--- config.mk ---
export PLATFORM = sky130hd
export DESIGN_NAME = itseq_parse
export DESIGN_NICKNAME = d
export VERILOG_FILES = /design/src/hdl/itseq_pkg.sv /design/src/hdl/itseq_parse.sv
export SDC_FILE = /design/constraint.sdc
export NUM_CORES = 1
export LEC_CHECK = 0
export BUFFER_PORTS_ARGS = -buffer_cell sky130_fd_sc_hd__buf_2
export CAP_MARGIN = 10
export CORE_MARGIN = 2
export CORE_UTILIZATION = 55
export DETAILED_ROUTE_END_ITERATION = 8
export GPL_ROUTABILITY_DRIVEN = 0
export HOLD_SLACK_MARGIN = 0.06
export PLACE_DENSITY_LB_ADDON = 0.1
export SYNTH_ARGS = -nofsm -noshare
export SYNTH_HDL_FRONTEND = slang
export SYNTH_SLANG_ARGS = --single-unit
--- constraint.sdc ---
create_clock -name i_clk -period 3.3 [get_ports i_clk]
set_input_delay 0.165 -clock i_clk [delete_from_list [all_inputs] [get_ports i_clk]]
set_output_delay 0.165 -clock i_clk [all_outputs]
set_load 0.01 [all_outputs]
--- src/hdl/itseq_pkg.sv ---
package itseq_pkg;

    localparam int unsigned ACTION_W = 2;
    localparam int unsigned BYTE_W   = 8;
    localparam int unsigned CMD_W    = 3;
    localparam int unsigned PIDX_W   = 2;
    localparam int unsigned MODE_W   = 4;
    localparam int unsigned NPORTS   = 3;

    localparam logic [ACTION_W-1:0] ACT_TABLE  = 2'd0;
    localparam logic [ACTION_W-1:0] ACT_START  = 2'd1;
    localparam logic [ACTION_W-1:0] ACT_ADDR   = 2'd2;

    localparam logic [CMD_W-1:0] CMD_END   = 3'd0;
    localparam logic [CMD_W-1:0] CMD_START = 3'd1;
    localparam logic [CMD_W-1:0] CMD_ADDR  = 3'd2;
    localparam logic [CMD_W-1:0] CMD_BYTE  = 3'd3;
    localparam logic [CMD_W-1:0] CMD_STOP  = 3'd4;
    localparam logic [CMD_W-1:0] CMD_PORT  = 3'd5;

    localparam logic [MODE_W-1:0] MODE_COUNT       = 4'd0;
    localparam logic [MODE_W-1:0] MODE_PORT_LETTER = 4'd1;
    localparam logic [MODE_W-1:0] MODE_PORT_BIT    = 4'd2;
    localparam logic [MODE_W-1:0] MODE_PORT_VALUE  = 4'd3;
    localparam logic [MODE_W-1:0] MODE_ADDR        = 4'd4;
    localparam logic [MODE_W-1:0] MODE_WAIT_START  = 4'd5;
    localparam logic [MODE_W-1:0] MODE_WAIT_ADDR   = 4'd6;
    localparam logic [MODE_W-1:0] MODE_SUBADDR     = 4'd7;
    localparam logic [MODE_W-1:0] MODE_DATA        = 4'd8;

    localparam logic [BYTE_W-1:0] COUNT_END    = 8'd0;
    localparam logic [BYTE_W-1:0] COUNT_PORT   = 8'd255;
    localparam logic [BYTE_W-1:0] COUNT_HEADER = 8'd2;
    localparam logic [BYTE_W-1:0] LETTER_B     = 8'h42;
    localparam logic [BYTE_W-1:0] LETTER_C     = 8'h43;
    localparam logic [BYTE_W-1:0] LETTER_D     = 8'h44;
    localparam logic [BYTE_W-1:0] BYTE_ONES    = 8'hFF;

    localparam logic [PIDX_W-1:0] PORT_B = 2'd0;
    localparam logic [PIDX_W-1:0] PORT_C = 2'd1;
    localparam logic [PIDX_W-1:0] PORT_D = 2'd2;

    localparam int unsigned RQ_DEPTH = 4;
    localparam int unsigned RQ_AW    = $clog2(RQ_DEPTH);
    localparam int unsigned RQ_CW    = $clog2(RQ_DEPTH + 1);

    typedef struct packed {
        logic [CMD_W-1:0]  command;
        logic [BYTE_W-1:0] bus_byte;
        logic [PIDX_W-1:0] port_index;
        logic [BYTE_W-1:0] port_value;
        logic              last;
    } t_result;

    typedef struct packed {
        logic    push0;
        logic    push1;
        t_result res0;
        t_result res1;
    } t_push;

endpackage

--- src/hdl/itseq_parse.sv ---
module itseq_parse
    import itseq_pkg::*;
(
    input  logic                i_clk,
    input  logic                i_rst_n,
    input  logic                i_fire,
    input  logic [ACTION_W-1:0] i_action,
    input  logic [BYTE_W-1:0]   i_table_byte,
    input  logic                i_bus_ok,
    output t_push               o_push
);

    logic [MODE_W-1:0] r_mode,    n_mode;
    logic [BYTE_W-1:0] r_left,    n_left;
    logic [BYTE_W-1:0] r_dev,     n_dev;
    logic [BYTE_W-1:0] r_letter,  n_letter;
    logic [BYTE_W-1:0] r_bitnum,  n_bitnum;
    logic [BYTE_W-1:0] r_img [NPORTS];

    logic              img_we;
    logic [PIDX_W-1:0] img_idx;
    logic [BYTE_W-1:0] img_new;
    logic              idx_ok;
    logic [BYTE_W-1:0] mask;
    logic [BYTE_W-1:0] left_dec;
    t_result           res0, res1;
    logic              push0, push1;

    always_comb begin
        idx_ok  = 1'b1;
        img_idx = PORT_B;
        priority if (r_letter == LETTER_B) begin
            img_idx = PORT_B;
        end else if (r_letter == LETTER_C) begin
            img_idx = PORT_C;
        end else if (r_letter == LETTER_D) begin
            img_idx = PORT_D;
        end else begin
            idx_ok = 1'b0;
        end
        mask = BYTE_W'(1) << r_bitnum[2:0];
        if (r_bitnum >= BYTE_W'(BYTE_W)) begin
            img_new = r_img[img_idx];
        end else if (i_table_byte != '0) begin
            img_new = r_img[img_idx] | mask;
        end else begin
            img_new = r_img[img_idx] & (mask ^ BYTE_ONES);
        end
    end

    always_comb begin
        n_mode   = r_mode;
        n_left   = r_left;
        n_dev    = r_dev;
        n_letter = r_letter;
        n_bitnum = r_bitnum;
        img_we   = 1'b0;
        push0    = 1'b0;
        push1    = 1'b0;
        res0     = '0;
        res1     = '0;
        left_dec = r_left - 8'd1;
        priority if (i_action == ACT_START) begin
            if (r_mode == MODE_WAIT_START) begin
                push0 = 1'b1;
                if (i_bus_ok) begin
                    res0.command  = CMD_ADDR;
                    res0.bus_byte = r_dev;
                    n_mode        = MODE_WAIT_ADDR;
                end else begin
                    res0.command = CMD_STOP;
                    push1        = 1'b1;
                    res1.command = CMD_START;
                end
            end
        end else if (i_action == ACT_ADDR) begin
            if (r_mode == MODE_WAIT_ADDR) begin
                if (i_bus_ok) begin
                    n_mode = MODE_SUBADDR;
                end else begin
                    push0        = 1'b1;
                    res0.command = CMD_STOP;
                    push1        = 1'b1;
                    res1.command = CMD_START;
                    n_mode       = MODE_WAIT_START;
                end
            end
        end else if (i_action == ACT_TABLE) begin
            unique case (r_mode)
                MODE_COUNT: begin
                    priority if (i_table_byte == COUNT_END) begin
                        push0        = 1'b1;
                        res0.command = CMD_END;
                    end else if (i_table_byte == COUNT_PORT) begin
                        n_mode = MODE_PORT_LETTER;
                    end else begin
                        n_left = i_table_byte - COUNT_HEADER;
                        n_mode = MODE_ADDR;
                    end
                end
                MODE_PORT_LETTER: begin
                    n_letter = i_table_byte;
                    n_mode   = MODE_PORT_BIT;
                end
                MODE_PORT_BIT: begin
                    n_bitnum = i_table_byte;
                    n_mode   = MODE_PORT_VALUE;
                end
                MODE_PORT_VALUE: begin
                    n_mode = MODE_COUNT;
                    if (idx_ok) begin
                        img_we          = 1'b1;
                        push0           = 1'b1;
                        res0.command    = CMD_PORT;
                        res0.port_index = img_idx;
                        res0.port_value = img_new;
                    end
                end
                MODE_ADDR: begin
                    n_dev        = i_table_byte;
                    push0        = 1'b1;
                    res0.command = CMD_START;
                    n_mode       = MODE_WAIT_START;
                end
                MODE_SUBADDR, MODE_DATA: begin
                    push0         = 1'b1;
                    res0.command  = CMD_BYTE;
                    res0.bus_byte = i_table_byte;
                    if (r_mode == MODE_DATA) begin
                        n_left = left_dec;
                    end
                    if (n_left == '0) begin
                        push1        = 1'b1;
                        res1.command = CMD_STOP;
                        n_mode       = MODE_COUNT;
                    end else begin
                        n_mode = MODE_DATA;
                    end
                end
                MODE_WAIT_START, MODE_WAIT_ADDR: begin
                end
                default: begin
                    n_mode = MODE_COUNT;
                end
            endcase
        end else begin
        end
        res0.last = !push1;
        res1.last = 1'b1;
    end

    always_ff @(posedge i_clk) begin
        if (!i_rst_n) begin
            r_mode   <= MODE_COUNT;
            r_left   <= '0;
            r_dev    <= '0;
            r_letter <= '0;
            r_bitnum <= '0;
            for (int i = 0; i < NPORTS; i++) begin
                r_img[i] <= '0;
            end
        end else if (i_fire) begin
            r_mode   <= n_mode;
            r_left   <= n_left;
            r_dev    <= n_dev;
            r_letter <= n_letter;
            r_bitnum <= n_bitnum;
            if (img_we) begin
                r_img[img_idx] <= img_new;
            end
        end
    end

    assign o_push.push0 = i_fire & push0;
    assign o_push.push1 = i_fire & push1;
    assign o_push.res0  = res0;
    assign o_push.res1  = res1;

endmodule

==> flow_summary.toml <==
[clock_tree]
post_cts_resized = 0
cts.sinks = 60
cts_hold_buffers = 0
clkTransAtPathRegs_ps = 70
htreeDepth = 3
clk_path_buf_depth = 2
cts_tree = "built"
cts_root_buffer = "clkbuf_8"
cts_made_buffers = 9
insertion_delay_ps = 340
cts_setup_buffers = 0

[sta]
tightest_slew_ps = 676
timing.final.crit_share_pct = 87.4
fin_worst_skew_ps = 11.4
maxSlewHeadroom_pct = 54.7
hold_ws_ps = 191
setup_violations = 0
period_needed_ps = 2890
grt_setup_unrepaired = "false"
final_max_slew_viol_count = 0
finalSetupTns_ps = 0
finalHoldViolations = 0
fmax_mhz = 347

[layout]
n_antenna_cell = 0
syn2layout_area_growth_pct = 8.01
final_common_cell = "nor2_1"
multi_input_area_sq_um = 2180
fill_cells = 623
drive_gt1_share_pct = 17.1
regArea_sq_um = 1440
stdcell_area_sq_um = 4240
final_cell_mix = "nor2_1, buf_2, dfxtp_1"
nNetsFinal = 491

[setup_path]
cp_max_fo = 13
start_kind = "flip-flop"
critical_path.endpoint_type = "output port"
crit_slowest_cell = "nor4b_4"
r2r_cells = 5
crit_path_start = "r_mode[1]"
ff2ff_setup_slack_ps = 550
crit_family = "simple AND/OR/NAND/NOR gates"
critPathKind = "reg2out"
r2r-start = "r_letter[7]"
crit_chain = "buf_4 -> nor4b_4 -> a31o_2 -> and2_1 -> a41oi_1 -> nor2_1 -> buf_2"
timing.rr.end = "r_img[1][7]"
worstPathRequired_ps = 3130
arrival_ps = 2720
path_buf_inv = 2
critical-path-max-stage-delay_ps = 480

[floorplanning]
rows = 30
core-area_sq_um = 6830
io_pins = 60
start_util_pct = 57.4
die-area_sq_um = 7820
die-width_um = 88.4
fp.dieH_um = 88.4

[logic_synthesis]
yosysSeqAreaShare_pct = 36.8
postSynthCellCount = 446
synth_top_flop_cell = "dfxtp_1"
ys_warn_count = 0
syn_area_per_cell_sq_um = 8.79
async_flop_share_pct = 0
synth_top_area_share_pct = 18.4
synth_top_area_cell = "dfxtp_1"
ys_ff_latch = 60
ys_types = 74
syn_area_sq_um = 3920
synth.top_cells.by_area = "dfxtp_1, edfxtp_1, mux2i_1"
synth-edff-count = 24

[power]
ir_worst_vdd_uv = 250
combPwrFrac_pct = 10.7
p_int_uw = 1180
p_sw_uw = 413
p_seq_share_pct = 50.6
leakage_uw = 0.00184
p_clk_share_pct = 38.8
p_sw_share_pct = 25.9
power.density_nw_per_um2 = 377

[placed_design]
placed_cell_area_sq_um = 4050
io_buffers = 39
hpwlAfterDp_mm = 7.10

[flow_run]
maxCapViolCount = 0

[min_path]
hold_class = "in2reg"
whs_path_depth = 3
min_to = "r_bitnum[7]"
hp-start = "i_table_byte[7]"

[global_route]
grt_pass1_vias = 2933
overflow = 0
grt_usage_pct = 25.3
antenna_found_initial = 0
grt_start_max_net_pins = 24
grt_pass1_wl_mm = 14.9

[detailed_routing]
drcViolationCount = 0
viasPerCell = 5.95
ant_nets = 0
drtIter0Drc = 330
routed_wl_mm = 9.64
wl_per_cell_um = 16.9
drt_first_pass_iters = 5
vias = 3399

[run_status]
outcome = "completed"
[cell usage after synthesis (7+ instances only)]
cell type,number
clkbuf_1,17
inv_1,17
edfxtp_1,24
dfxtp_1,36
ha_1,7
nor2_1,52
a31oi_1,10
or4_1,7
a21oi_1,17
nor3_1,22
nand2_1,24
mux2i_1,24
buf_4,21
o21ai_0,13
nand3_1,12
[area by class of cell]
class | count | area share (%)
Multi-Input combinational cell | 336 | 51.4
Sequential cell | 60 | 34.0
Clock inverter | 3 | 0.443
Tap cell | 96 | 2.84
Timing Repair Buffer | 45 | 5.67
Inverter | 18 | 1.60
Clock buffer | 13 | 4.02
[tightest hold or removal path, stage by stage]
cell and delay (ps):
buf_2 170, mux2i_1 90, nor2_1 70
[cells by family (layout without fill, tap and decap cells)]
| kind of cell | count (synthesis) | count (layout) | synth area share, % |
|---|---|---|---|
| adder cells (fa/ha/maj) | 7 | 7 | 2.23 |
| flip-flops | 60 | 60 | 36.8 |
| multiplexers | 25 | 25 | 6.41 |
| AND/OR/NAND/NOR | 175 | 175 | 24.4 |
| AO/OA/AOI/OAI | 102 | 102 | 19.0 |
| other | 2 | 20 | 0.192 |
| XOR/XNOR | 7 | 7 | 1.56 |
| buffers and inverters | 68 | 79 | 9.44 |
[how the worst max path moves through the flow]
stage | endpoint | slack [ps] | cells after the start
6_report | o_push[44] | 410 | 7
5_1_grt | o_push[34] | 260 | 7
4_1_cts | o_push[44] | 460 | 7
3_5_place_dp | r_img[1][1] | 540 | 5
3_3_place_gp | r_img[1][2] | 630 | 5
2_1_floorplan | r_img[1][0] | 880 | 7
[power by group through the flow]
stage,sequential (uW),clock [uW],combinational [uW]
final,807,619,170
after global routing,809,661,187
after CTS,806,627,167
after detailed placement,822,0,166
after global placement,822,0,165
after floorplan,809,0,149
[sequential cells by signal, summed over array words and instances, names as in the netlist]
name and count:
r_bitnum 8, r_left 8, r_mode 4, r_dev 8
r_img 24, r_letter 8
[through the flow]
stage / cells / power, uW / utilization (%) / worst slack (ps)
floorplan: 464 / 958 / - / 875
global placement: 555 / 987 / 59.2 / 630
detailed placement: 555 / 988 / 59.2 / 536
CTS: 571 / 1600 / 62.0 / 464
global route: 571 / 1660 / 62.0 / 256
finish: 571 / 1600 / 62.0 / 414
[per-layer routing]
metal  track usage [%]  up-vias  part of all wire [%]  wire [um]
li1                  -     1647                     -          -
met3              4.57        6                   6.3        609
met4              6.61        0                  0.91         88
met1              38.3     1618                    49       4740
met5                 0        -                     0          0
met2              37.3      128                    44       4200
No activity file was read; power rests on OpenSTA's default activity.
