**src/hdl/itseq_pkg.sv**
```systemverilog
package itseq_pkg;

    localparam int unsigned ACTION_W = 2;
    localparam int unsigned BYTE_W   = 8;
    localparam int unsigned CMD_W    = 3;
    localparam int unsigned PIDX_W   = 2;
    localparam int unsigned MODE_W   = 4;
    localparam int unsigned NPORTS   = 3;

    localparam logic [ACTION_W-1:0] ACT_TABLE  = 2'd0;
    localparam logic [ACTION_W-1:0] ACT_START  = 2'd1;
    localparam logic [ACTION_W-1:0] ACT_ADDR   = 2'd2;

    localparam logic [CMD_W-1:0] CMD_END   = 3'd0;
    localparam logic [CMD_W-1:0] CMD_START = 3'd1;
    localparam logic [CMD_W-1:0] CMD_ADDR  = 3'd2;
    localparam logic [CMD_W-1:0] CMD_BYTE  = 3'd3;
    localparam logic [CMD_W-1:0] CMD_STOP  = 3'd4;
    localparam logic [CMD_W-1:0] CMD_PORT  = 3'd5;

    localparam logic [MODE_W-1:0] MODE_COUNT       = 4'd0;
    localparam logic [MODE_W-1:0] MODE_PORT_LETTER = 4'd1;
    localparam logic [MODE_W-1:0] MODE_PORT_BIT    = 4'd2;
    localparam logic [MODE_W-1:0] MODE_PORT_VALUE  = 4'd3;
    localparam logic [MODE_W-1:0] MODE_ADDR        = 4'd4;
    localparam logic [MODE_W-1:0] MODE_WAIT_START  = 4'd5;
    localparam logic [MODE_W-1:0] MODE_WAIT_ADDR   = 4'd6;
    localparam logic [MODE_W-1:0] MODE_SUBADDR     = 4'd7;
    localparam logic [MODE_W-1:0] MODE_DATA        = 4'd8;

    localparam logic [BYTE_W-1:0] COUNT_END    = 8'd0;
    localparam logic [BYTE_W-1:0] COUNT_PORT   = 8'd255;
    localparam logic [BYTE_W-1:0] COUNT_HEADER = 8'd2;
    localparam logic [BYTE_W-1:0] LETTER_B     = 8'h42;
    localparam logic [BYTE_W-1:0] LETTER_C     = 8'h43;
    localparam logic [BYTE_W-1:0] LETTER_D     = 8'h44;
    localparam logic [BYTE_W-1:0] BYTE_ONES    = 8'hFF;

    localparam logic [PIDX_W-1:0] PORT_B = 2'd0;
    localparam logic [PIDX_W-1:0] PORT_C = 2'd1;
    localparam logic [PIDX_W-1:0] PORT_D = 2'd2;

    localparam int unsigned RQ_DEPTH = 4;
    localparam int unsigned RQ_AW    = $clog2(RQ_DEPTH);
    localparam int unsigned RQ_CW    = $clog2(RQ_DEPTH + 1);

    typedef struct packed {
        logic [CMD_W-1:0]  command;
        logic [BYTE_W-1:0] bus_byte;
        logic [PIDX_W-1:0] port_index;
        logic [BYTE_W-1:0] port_value;
        logic              last;
    } t_result;

    typedef struct packed {
        logic    push0;
        logic    push1;
        t_result res0;
        t_result res1;
    } t_push;

endpackage

```
**src/hdl/itseq_rqueue.sv**
```systemverilog
module itseq_rqueue
    import itseq_pkg::*;
(
    input  logic    i_clk,
    input  logic    i_rst_n,
    input  t_push   i_push,
    output logic    o_room2,
    output logic    o_valid,
    output t_result o_data,
    input  logic    i_ready
);

    t_result          r_mem [RQ_DEPTH];
    logic [RQ_AW-1:0] r_wr, n_wr;
    logic [RQ_AW-1:0] r_rd, n_rd;
    logic [RQ_CW-1:0] r_count, n_count;
    logic             pop;
    logic [RQ_AW-1:0] wr_next;

    assign pop     = o_valid & i_ready;
    assign wr_next = r_wr + RQ_AW'(1);

    always_comb begin
        n_wr    = r_wr;
        n_rd    = r_rd;
        n_count = r_count;
        if (i_push.push0) begin
            n_wr = n_wr + RQ_AW'(1);
        end
        if (i_push.push1) begin
            n_wr = n_wr + RQ_AW'(1);
        end
        if (pop) begin
            n_rd = r_rd + RQ_AW'(1);
        end
        n_count = r_count + RQ_CW'(i_push.push0) + RQ_CW'(i_push.push1) - RQ_CW'(pop);
    end

    always_ff @(posedge i_clk) begin
        if (!i_rst_n) begin
            r_wr    <= '0;
            r_rd    <= '0;
            r_count <= '0;
        end else begin
            r_wr    <= n_wr;
            r_rd    <= n_rd;
            r_count <= n_count;
        end
    end

    always_ff @(posedge i_clk) begin
        if (i_push.push0) begin
            r_mem[r_wr] <= i_push.res0;
        end
        if (i_push.push1) begin
            r_mem[wr_next] <= i_push.res1;
        end
    end

    assign o_room2 = r_count <= RQ_CW'(RQ_DEPTH - 2);
    assign o_valid = r_count != '0;
    assign o_data  = r_mem[r_rd];

endmodule
```
**config.mk**
```make
export PLATFORM = sky130hd
export DESIGN_NAME = itseq_rqueue
export DESIGN_NICKNAME = d
export VERILOG_FILES = /design/src/hdl/itseq_pkg.sv /design/src/hdl/itseq_rqueue.sv
export SDC_FILE = /design/constraint.sdc
export NUM_CORES = 1
export LEC_CHECK = 0
export ABC_AREA = 0
export BUFFER_PORTS_ARGS = -buffer_cell sky130_fd_sc_hd__buf_2
export CAP_MARGIN = 15
export CORE_MARGIN = 3
export CORE_UTILIZATION = 62
export DETAILED_ROUTE_END_ITERATION = 8
export PLACE_DENSITY = 0.94
export RECOVER_POWER = 25
export SLEW_MARGIN = 5
export SYNTH_ARGS = -nofsm -noshare
export SYNTH_HDL_FRONTEND = slang
export SYNTH_SLANG_ARGS = --single-unit
```
**constraint.sdc**
```tcl
create_clock -name i_clk -period 4.6 [get_ports i_clk]
set_input_delay 1.38 -clock i_clk [delete_from_list [all_inputs] [get_ports i_clk]]
set_output_delay 1.38 -clock i_clk [all_outputs]
set_load 0.02 [all_outputs]
```
==> reports/qor.yml, run 1 <==
cts_buffer_depth: 2
root_buffer: "clkbuf_8"
netlist.area_leader.share_pct: 50.47
async_flop_share_pct: 0
r2r-start: "r_wr[0]$_SDFF_PN0_"
worstHoldPathType: "reg2reg"
drc: 0
dp.cells: 434
rows: 32
p_leak_uw: 0.002132
cts_sinks: 97
clock_latency_ns: 0.37
setup.worst_path.start: "i_push[44]"
synth_cell_types: 23
synth.avg_cell_area_sq_um: 19.04
clock.fmax_mhz: 283.1
slowest_stage: "nand2_1"
ys.flop_type: "edfxtp_1"
grt.total_usage_pct: 21.63
synth_edf_count: 88
min_period_ns: 3.532
dr.pass1.iters: 4
viasPerCell: 6.076
die_width_microns: 97.90
worst_hold_slack_ns: 0.5796
grt_pass1_wl_microns: 15680
crit_end: "r_mem[1][13]$_DFFE_PP_"
end_kind: "flip-flop"
vdd_drop_max_v: 0.0003139
p_per_area_mw_per_mm2: 461.2
cp-start-kind: "input port"
path_clk_slew_ns: 0.09
setup_violations: 0
gp_congestion: 0.7945
stdcell_count: 450
drive_above_1_share_pct: 47.41
synth_top_cells_by_area: "edfxtp_1 50%, mux2_4 22%, mux4_2 9.5%"
antenna_found_initial: 0
syn_area_sq_mm: 0.005236
io_pins: 73
r2r-end: "r_mem[1][13]$_DFFE_PP_"
ctsHoldBuffers: 0
syn2layout_area_growth_pct: 6.356
skew_ns: 0.01215
die_area_sq_mm: 0.009584
ys_warn_count: 0
outcome: "finished, final reports clean"
worst_slew_pin_slew_ns: 1.169
wl_microns: 10180
layout.nets: 400
synth_commonest_cells: "88 x edfxtp_1, 76 x mux2_4, 22 x mux4_2, 12 x mux2_2, 11 x nand2_1"
ys_seq_elements: 97
synth_most_common_cell: "edfxtp_1"
coreArea_sq_mm: 0.007968
detail-route-antenna-nets: 0
n_antenna_cell: 0
critical-path-top-delay-family: "simple AND/OR/NAND/NOR gates"
portBuffers: 72
reg2reg_depth: 4
relSlewSlack_pct: 22.05
cp.arrival_ns: 3.52
initial_core_util_pct: 65.72
critical_path_class: "in2reg"
max_stage_delay_ns: 0.92
grt_pass1_vias: 2968
overflow: 0
post-cts-setup-buffers: 0
crit_buf_inv: 1
cp_max_fo: 23
slew_viol_final: 0
yosysSeqAreaShare_pct: 53.91
filler_cell_count: 525
rsz0062_at_grt: "no"
die_h_microns: 97.90
wl_per_cell_microns: 22.61
grt_max_degree: 24
tns_ns: 0
final_util_pct: 69.90
first_iter_violations: 213
min_path_cells: 2
cp.depth: 3
numCtsBuffers: 9
via_count: 2734
htreeDepth: 3
post-dp-hpwl_microns: 6585
hold_violations: 0
required_ns: 4.59
ctsResizeCount: 0
cts_tree: "done"
crit_chain: "clkbuf_1 -> nand2_8 -> nand2_1"
cap_violations: 0
fin_crit_sh_pct: 76.78
reg2reg_setup_slack_ns: 2.24
syn-num-nets: 332
synth_cells: 275
yosysTopAreaCell: "edfxtp_1"
## tightest hold or removal path, stage by stage, from the launching register on
cell,delay (ns)
dfxtp_1,0.35
xnor2_1,0.10
nor2b_1,0.10
## flip-flops by register name, indices dropped and copies added, names as in the netlist, named ones only
register / cells
r_count: 3
r_rd: 2
r_wr: 2
r_mem: 88
## report_power, final
group          leakage (uW)  switching [uW]  total [uW]  internal [uW]
Clock             0.0000954             311         567            256
Sequential         0.000899             112        1240           1120
Combinational       0.00114             397         764            368
## layout make-up
| type | instances | area (sq um) | share of cell area (%) |
|---|---|---|---|
| inverters | 7 | 26.28 | 0.4718 |
| flip-flops and latches | 97 | 2824 | 50.71 |
| repair buffers | 72 | 359.1 | 6.448 |
| clock inverters | 7 | 77.57 | 1.393 |
| multi-input cells | 156 | 2031 | 36.46 |
| well taps | 102 | 127.6 | 2.292 |
| clock buffers | 9 | 123.9 | 2.224 |
## per-stage QoR
step,power (uW),worst slack (ns),cell area (sq um)
finish,2569,1.068,5569
global route,2675,0.8816,5569
CTS,2615,1.115,5713
detailed placement,2061,1.203,5512
global placement,2021,1.319,5512
floorplan,1863,1.576,5236
## logic make-up after synthesis
| family | Yosys count | synth area share, % |
|---|---|---|
| AO/OA/AOI/OAI | 5 | 0.8603 |
| XOR/XNOR | 5 | 0.8363 |
| adder cells (fa/ha/maj) | 8 | 2.198 |
| buffers and inverters | 22 | 4.588 |
| flip-flops | 97 | 53.91 |
| multiplexers | 110 | 33.84 |
| AND/OR/NAND/NOR | 28 | 3.776 |
## how the worst min path moves through the flow
stage	startpoint	to	slack [ns]
after detailed placement	r_rd[0]$_SDFFE_PN0P_	flip-flop	0.56
after global placement	r_rd[0]$_SDFFE_PN0P_	r_rd[0]$_SDFFE_PN0P_	0.55
final	r_rd[0]$_SDFFE_PN0P_	flip-flop	0.58
after floorplan	r_rd[0]$_SDFFE_PN0P_	flip-flop	0.53
after CTS	r_rd[0]$_SDFFE_PN0P_	flip-flop	0.59
after global routing	r_rd[0]$_SDFFE_PN0P_	r_rd[0]$_SDFFE_PN0P_	0.62
## metal layers
layer	global-route usage, %	share of wire (%)
met1	25.93	38
met4	11.40	3.3
met2	37.43	53
met3	3.643	5.5
met5	0	0
## placed cells by master, fill, tap and decap left out, drive strengths merged
master     n
edfxtp    88
mux2      88
buf       71
mux4      22
nand2     15
clkbuf    10
dfxtp      9
inv        9
ha         6
xnor2      5
and2       5
nor2b      3
nand4      3
nor2       2
a211o      2
fa         2
clkinvlp   2
clkinv     2
o31a       1
a21o       1
o311ai     1
bufinv     1
No activity file was read; power rests on OpenSTA's default activity.
==> inputs of run 2 (changes only) <==
- ABC_AREA: 0 -> 1
- CORE_UTILIZATION: 62 -> 52
- PLACE_DENSITY: 0.94 -> 0.86
- clock period: 4.6 -> 2.9 ns (I/O delays scaled with it)
==> reports/qor.yml, run 2 <==
detail-route-antenna-nets: 0
rows: 35
mostFrequentLayoutCell: "nand2_1"
cap_violations: 0
reg_top3: "r_mem x88, r_count x3"
yosysSeqAreaShare_pct: 56.12
die_area_sq_mm: 0.01089
worst_hold_slack_ns: 0.5403
grt_pass1_wl_microns: 18350
grt_pass1_vias: 3902
synth_cell_types: 25
dr_wl_met3_microns: 832
skew_ns: 0.009545
drive_above_1_share_pct: 22.20
p_per_area_mw_per_mm2: 688.4
wl_per_cell_microns: 15.97
relSlewSlack_pct: 52.30
cts_buffer_depth: 2
cp_max_fo: 22
post-dp-hpwl_microns: 7064
ctsHoldBuffers: 0
placed_cell_area_sq_mm: 0.005336
largest_register_ffs: 88
internal_power_uw: 2387
synth_commonest_cells: "110 x nand2_1, 88 x edfxtp_1, 73 x o21ai_1, 51 x nor2_1"
maxUsedRoutingLayer: "met4"
ys_warn_count: 0
synth_most_common_cell: "nand2_1"
hold_violations: 0
synth_top_cells_by_area: "edfxtp_1 53%, nand2_1 8.2%, o21ai_1 7.3%"
required_ns: 2.03
outcome: "finished, final reports clean"
htreeDepth: 3
hold_end: "r_rd[1]$_SDFFE_PN0P_"
initial_core_util_pct: 53.92
numCtsBuffers: 9
viasPerCell: 5.544
p_sw_share_pct: 36.05
worst_slew_pin_slew_ns: 0.7155
ctsResizeCount: 0
die_h_microns: 104.4
gp_congestion: 0.7904
setup_violations: 0
post-cts-setup-buffers: 0
synth.avg_cell_area_sq_um: 10.02
path_clk_slew_ns: 0.09
p_leak_uw: 0.002291
min-delay-start: "r_rd[1]$_SDFFE_PN0P_"
grt.total_usage_pct: 21.17
rsz0062_at_grt: "no"
seq_power_share_pct: 47.6
clock.fmax_mhz: 369.5
slew_viol_final: 0
p_comb_share_pct: 31.9
r2r-start: "r_count[0]$_SDFF_PN0_"
coreArea_sq_mm: 0.009328
wl_met1_microns: 4454
reg2reg_depth: 10
cp.arrival_ns: 1.84
syn2layout_area_growth_pct: 7.811
yosysTopAreaCell: "edfxtp_1"
die_width_microns: 104.4
io_pins: 73
min_period_ns: 2.706
overflow: 0
critical_path_class: "reg2out"
syn-num-nets: 559
vdd_drop_max_v: 0.0006182
clkPwrFrac_pct: 20.5
ys.flop_type: "edfxtp_1"
reg2reg_setup_slack_ns: 0.78
via_count: 3886
layout.nets: 624
finish.instance_area_sq_mm: 0.005423
p_switching_uw: 1346
synth_edf_count: 88
fin_crit_sh_pct: 93.31
clock_latency_ns: 0.36
wl_microns: 11200
antenna_found_initial: 0
dp.cells: 685
dr.pass1.iters: 6
first_iter_violations: 271
cp-start-kind: "flip-flop"
worstHoldPathType: "reg2reg"
top_register: "r_mem"
n_antenna_cell: 0
async_flop_share_pct: 0
r2r-end: "r_count[2]$_SDFF_PN0_"
end_kind: "output pin"
netlist.area_leader.share_pct: 52.54
stdcell_count: 701
tns_ns: 0
final_cell_mix: "114 x nand2_1, 88 x edfxtp_1, 71 x buf_2, 62 x o21ai_0, 51 x nor2_1"
portBuffers: 72
cts_tree: "done"
drc: 0
cts_sinks: 97
syn_area_sq_mm: 0.005030
grt_max_degree: 45
ys_seq_elements: 97
filler_cell_count: 791
min_path_cells: 2
root_buffer: "clkbuf_8"
synth_cells: 502
wl_met2_microns: 5690
==> run 2: cell count changes after synthesis, sizes merged, moves of 3 or more <==
| cell | previous run | this run |
|---|---|---|
| inv | 7 | 37 |
| o21ai | 0 | 133 |
| and2 | 5 | 0 |
| nor2 | 2 | 52 |
| mux4 | 22 | 0 |
| nand4 | 3 | 0 |
| buf | 14 | 30 |
| nor2b | 3 | 0 |
| xnor2 | 5 | 0 |
| nand3 | 0 | 3 |
| mux2 | 88 | 0 |
| nand2 | 15 | 115 |
| o22ai | 0 | 22 |
==> run 2: area by class of cell <==
| cell class | instances | area, sq um | area share (%) |
|---|---|---|---|
| clock buffer | 9 | 123.9 | 2.284 |
| clock inverter | 7 | 37.54 | 0.6922 |
| inverter | 37 | 143.9 | 2.653 |
| multi-input combinational | 338 | 1689 | 31.15 |
| sequential | 97 | 2823 | 52.05 |
| tap | 129 | 161.4 | 2.976 |
| timing repair buffer | 84 | 444.2 | 8.191 |
==> run 2: logic make-up after synthesis <==
kind of cell    share of synthesized area, %
simple gates                           13.78
compound gates                         18.71
flops                                  56.12
fa+ha+maj                              2.289
xor+xnor                              0.1742
buf+inv                                8.930
==> run 2: metal layers <==
metal	up-vias	track usage (%)
met4	0	9.117
met3	25	4.407
li1	1859	-
met5	-	0
met1	1842	25.63
met2	160	36.53
==> run 2: worst max-delay path by stage <==
stage              start                     to  slack (ns)
2_1_floorplan    i_ready  r_count[2]$_SDFF_PN0_        0.57
3_3_place_gp     i_ready  r_count[2]$_SDFF_PN0_        0.43
3_5_place_dp     i_ready  r_count[2]$_SDFF_PN0_        0.34
4_1_cts        flip-flop             o_data[21]        0.21
5_1_grt        flip-flop              o_data[1]        0.09
6_report       flip-flop              o_data[0]        0.19
==> run 2: power groups by stage <==
| stage | Clock, uW | Combinational [uW] | Sequential, uW |
|---|---|---|---|
| after global routing | 819 | 1320 | 1790 |
| final | 764 | 1190 | 1780 |
| after global placement | 0 | 1170 | 1800 |
| after CTS | 757 | 1220 | 1770 |
| after floorplan | 0 | 924 | 1780 |
| after detailed placement | 0 | 1210 | 1810 |
==> run 2: metrics by stage <==
| step | utilization, % | setup WS (ns) | power (uW) |
|---|---|---|---|
| global route | 58.14 | 0.08703 | 3931 |
| detailed placement | 57.21 | 0.3358 | 3020 |
| finish | 58.14 | 0.1940 | 3733 |
| floorplan | - | 0.5739 | 2701 |
| global placement | 57.21 | 0.4289 | 2974 |
| CTS | 58.94 | 0.2094 | 3750 |
==> run 2: critical path, cell delays in order (launching register included) <==
cell and delay [ns]:
dfxtp_1 0.46, inv_2 0.43, o21ai_0 0.19, o22ai_1 0.20, buf_2 0.21
==> inputs of run 3 (changes only) <==
- CORE_ASPECT_RATIO: not set -> 1.2
==> reports/qor.yml, run 3 (synthesis gave the netlist of run 2 again) <==
worst_hold_slack_ns: 0.5542
drc: 0
dp.cells: 677
finish.instance_area_sq_mm: 0.005482
setup_violations: 0
tns_ns: 0
cts_sinks: 97
dr.pass1.iters: 5
filler_cell_count: 787
outcome: "complete, but fails checks"
fin_crit_sh_pct: 90.64
detail-route-antenna-nets: 0
die_area_sq_mm: 0.01089
rsz0062_at_grt: "no"
wl_met2_microns: 5746
grt_pass1_vias: 3913
cp.arrival_ns: 1.76
wl_per_cell_microns: 16.07
critical_path_class: "reg2out"
final_cell_mix: "112 x nand2_1, 88 x edfxtp_1, 70 x buf_2, 57 x o21ai_1, 51 x nor2_1"
ctsHoldBuffers: 0
cap_violations: 1
gp_congestion: 0.8427
skew_ns: 0.006533
min_path_cells: 2
hold_end: "r_rd[1]$_SDFFE_PN0P_"
clock_latency_ns: 0.37
maxUsedRoutingLayer: "met4"
post-dp-hpwl_microns: 7273
hold_violations: 0
stdcell_count: 693
reg2reg_setup_slack_ns: 0.55
syn2layout_area_growth_pct: 8.980
required_ns: 2.03
dr_wl_met3_microns: 804
initial_core_util_pct: 54.53
p_per_area_mw_per_mm2: 696.2
placed_cell_area_sq_mm: 0.005333
max_stage_delay_ns: 0.42
min_period_ns: 2.628
cp_max_fo: 22
slew_viol_final: 23
slowest_stage: "dfxtp_1"
cts_tree: "done"
cts_buffer_depth: 2
violations: "capacitance limit, slew limit"
grt_max_degree: 45
grt.total_usage_pct: 22.06
cp-start-kind: "flip-flop"
r2r-end: "r_mem[3][6]$_DFFE_PP_"
root_buffer: "clkbuf_8"
grt_pass1_wl_microns: 18270
end_kind: "output pin"
r2r-start: "r_wr[0]$_SDFF_PN0_"
viasPerCell: 5.593
clock.fmax_mhz: 380.5
largest_register_ffs: 88
portBuffers: 72
p_leak_uw: 0.002320
mostFrequentLayoutCell: "nand2_1"
coreArea_sq_mm: 0.009224
reg_top3: "r_mem x88, r_count x3"
crit_chain: "inv_2 -> o21ai_0 -> o22ai_1 -> buf_2"
relSlewSlack_pct: -2.991
reg2reg_depth: 5
min-delay-start: "r_rd[1]$_SDFFE_PN0P_"
worstHoldPathType: "reg2reg"
wl_microns: 11130
io_pins: 73
htreeDepth: 3
antenna_found_initial: 0
path_clk_slew_ns: 0.08
numCtsBuffers: 9
via_count: 3876
ctsResizeCount: 0
first_iter_violations: 295
layout.nets: 625
overflow: 0
wl_met1_microns: 4185
finalPower_uw: 3816
drive_above_1_share_pct: 23.56
rows: 38
n_antenna_cell: 0
vdd_drop_max_v: 0.0005038
worst_slew_pin_slew_ns: 1.545
post-cts-setup-buffers: 0
top_register: "r_mem"
die_h_microns: 113.7
die_width_microns: 95.78
## run 3: power breakdown
| group | switching, uW | total [uW] | internal, uW |
|---|---|---|---|
| combinational | 815 | 1200 | 387 |
| sequential | 67.1 | 1780 | 1710 |
| clock | 451 | 839 | 388 |
## run 3: through the flow
step           utilization, %  setup WS (ns)
2_1_floorplan               -         0.5739
3_3_place_gp            57.81         0.4296
3_5_place_dp            57.81         0.3432
4_1_cts                 59.82         0.2753
5_1_grt                 59.43         0.1280
6_report                59.43         0.2716
## run 3: worst max path at each step
stage | to | slack [ns]
6_report | o_data[21] | 0.27
5_1_grt | o_data[21] | 0.13
4_1_cts | o_data[21] | 0.28
2_1_floorplan | r_count[2]$_SDFF_PN0_ | 0.57
3_3_place_gp | r_count[2]$_SDFF_PN0_ | 0.43
3_5_place_dp | r_count[2]$_SDFF_PN0_ | 0.34
## run 3: routing by layer
| layer | up-vias | global-route usage, % |
|---|---|---|
| met3 | 43 | 4.683 |
| met4 | 0 | 12.62 |
| met5 | - | 0 |
| li1 | 1864 | - |
| met2 | 157 | 37.15 |
| met1 | 1812 | 25.73 |
## run 3: layout make-up
type	count	area (sq um)	area share [%]
inverter	37	143.9	2.625
sequential	97	2823	51.50
tap	120	150.1	2.739
multi-input combinational	338	1730	31.57
clock buffer	9	123.9	2.260
clock inverter	7	61.31	1.118
timing repair buffer	85	449.2	8.194
## run 3: critical path, delay by kind of cell, from the launching register on
kind                   cells  cell delay, ns
AO/OA/AOI/OAI              2            0.38
flip-flops                 1            0.42
buffers and inverters      2            0.59
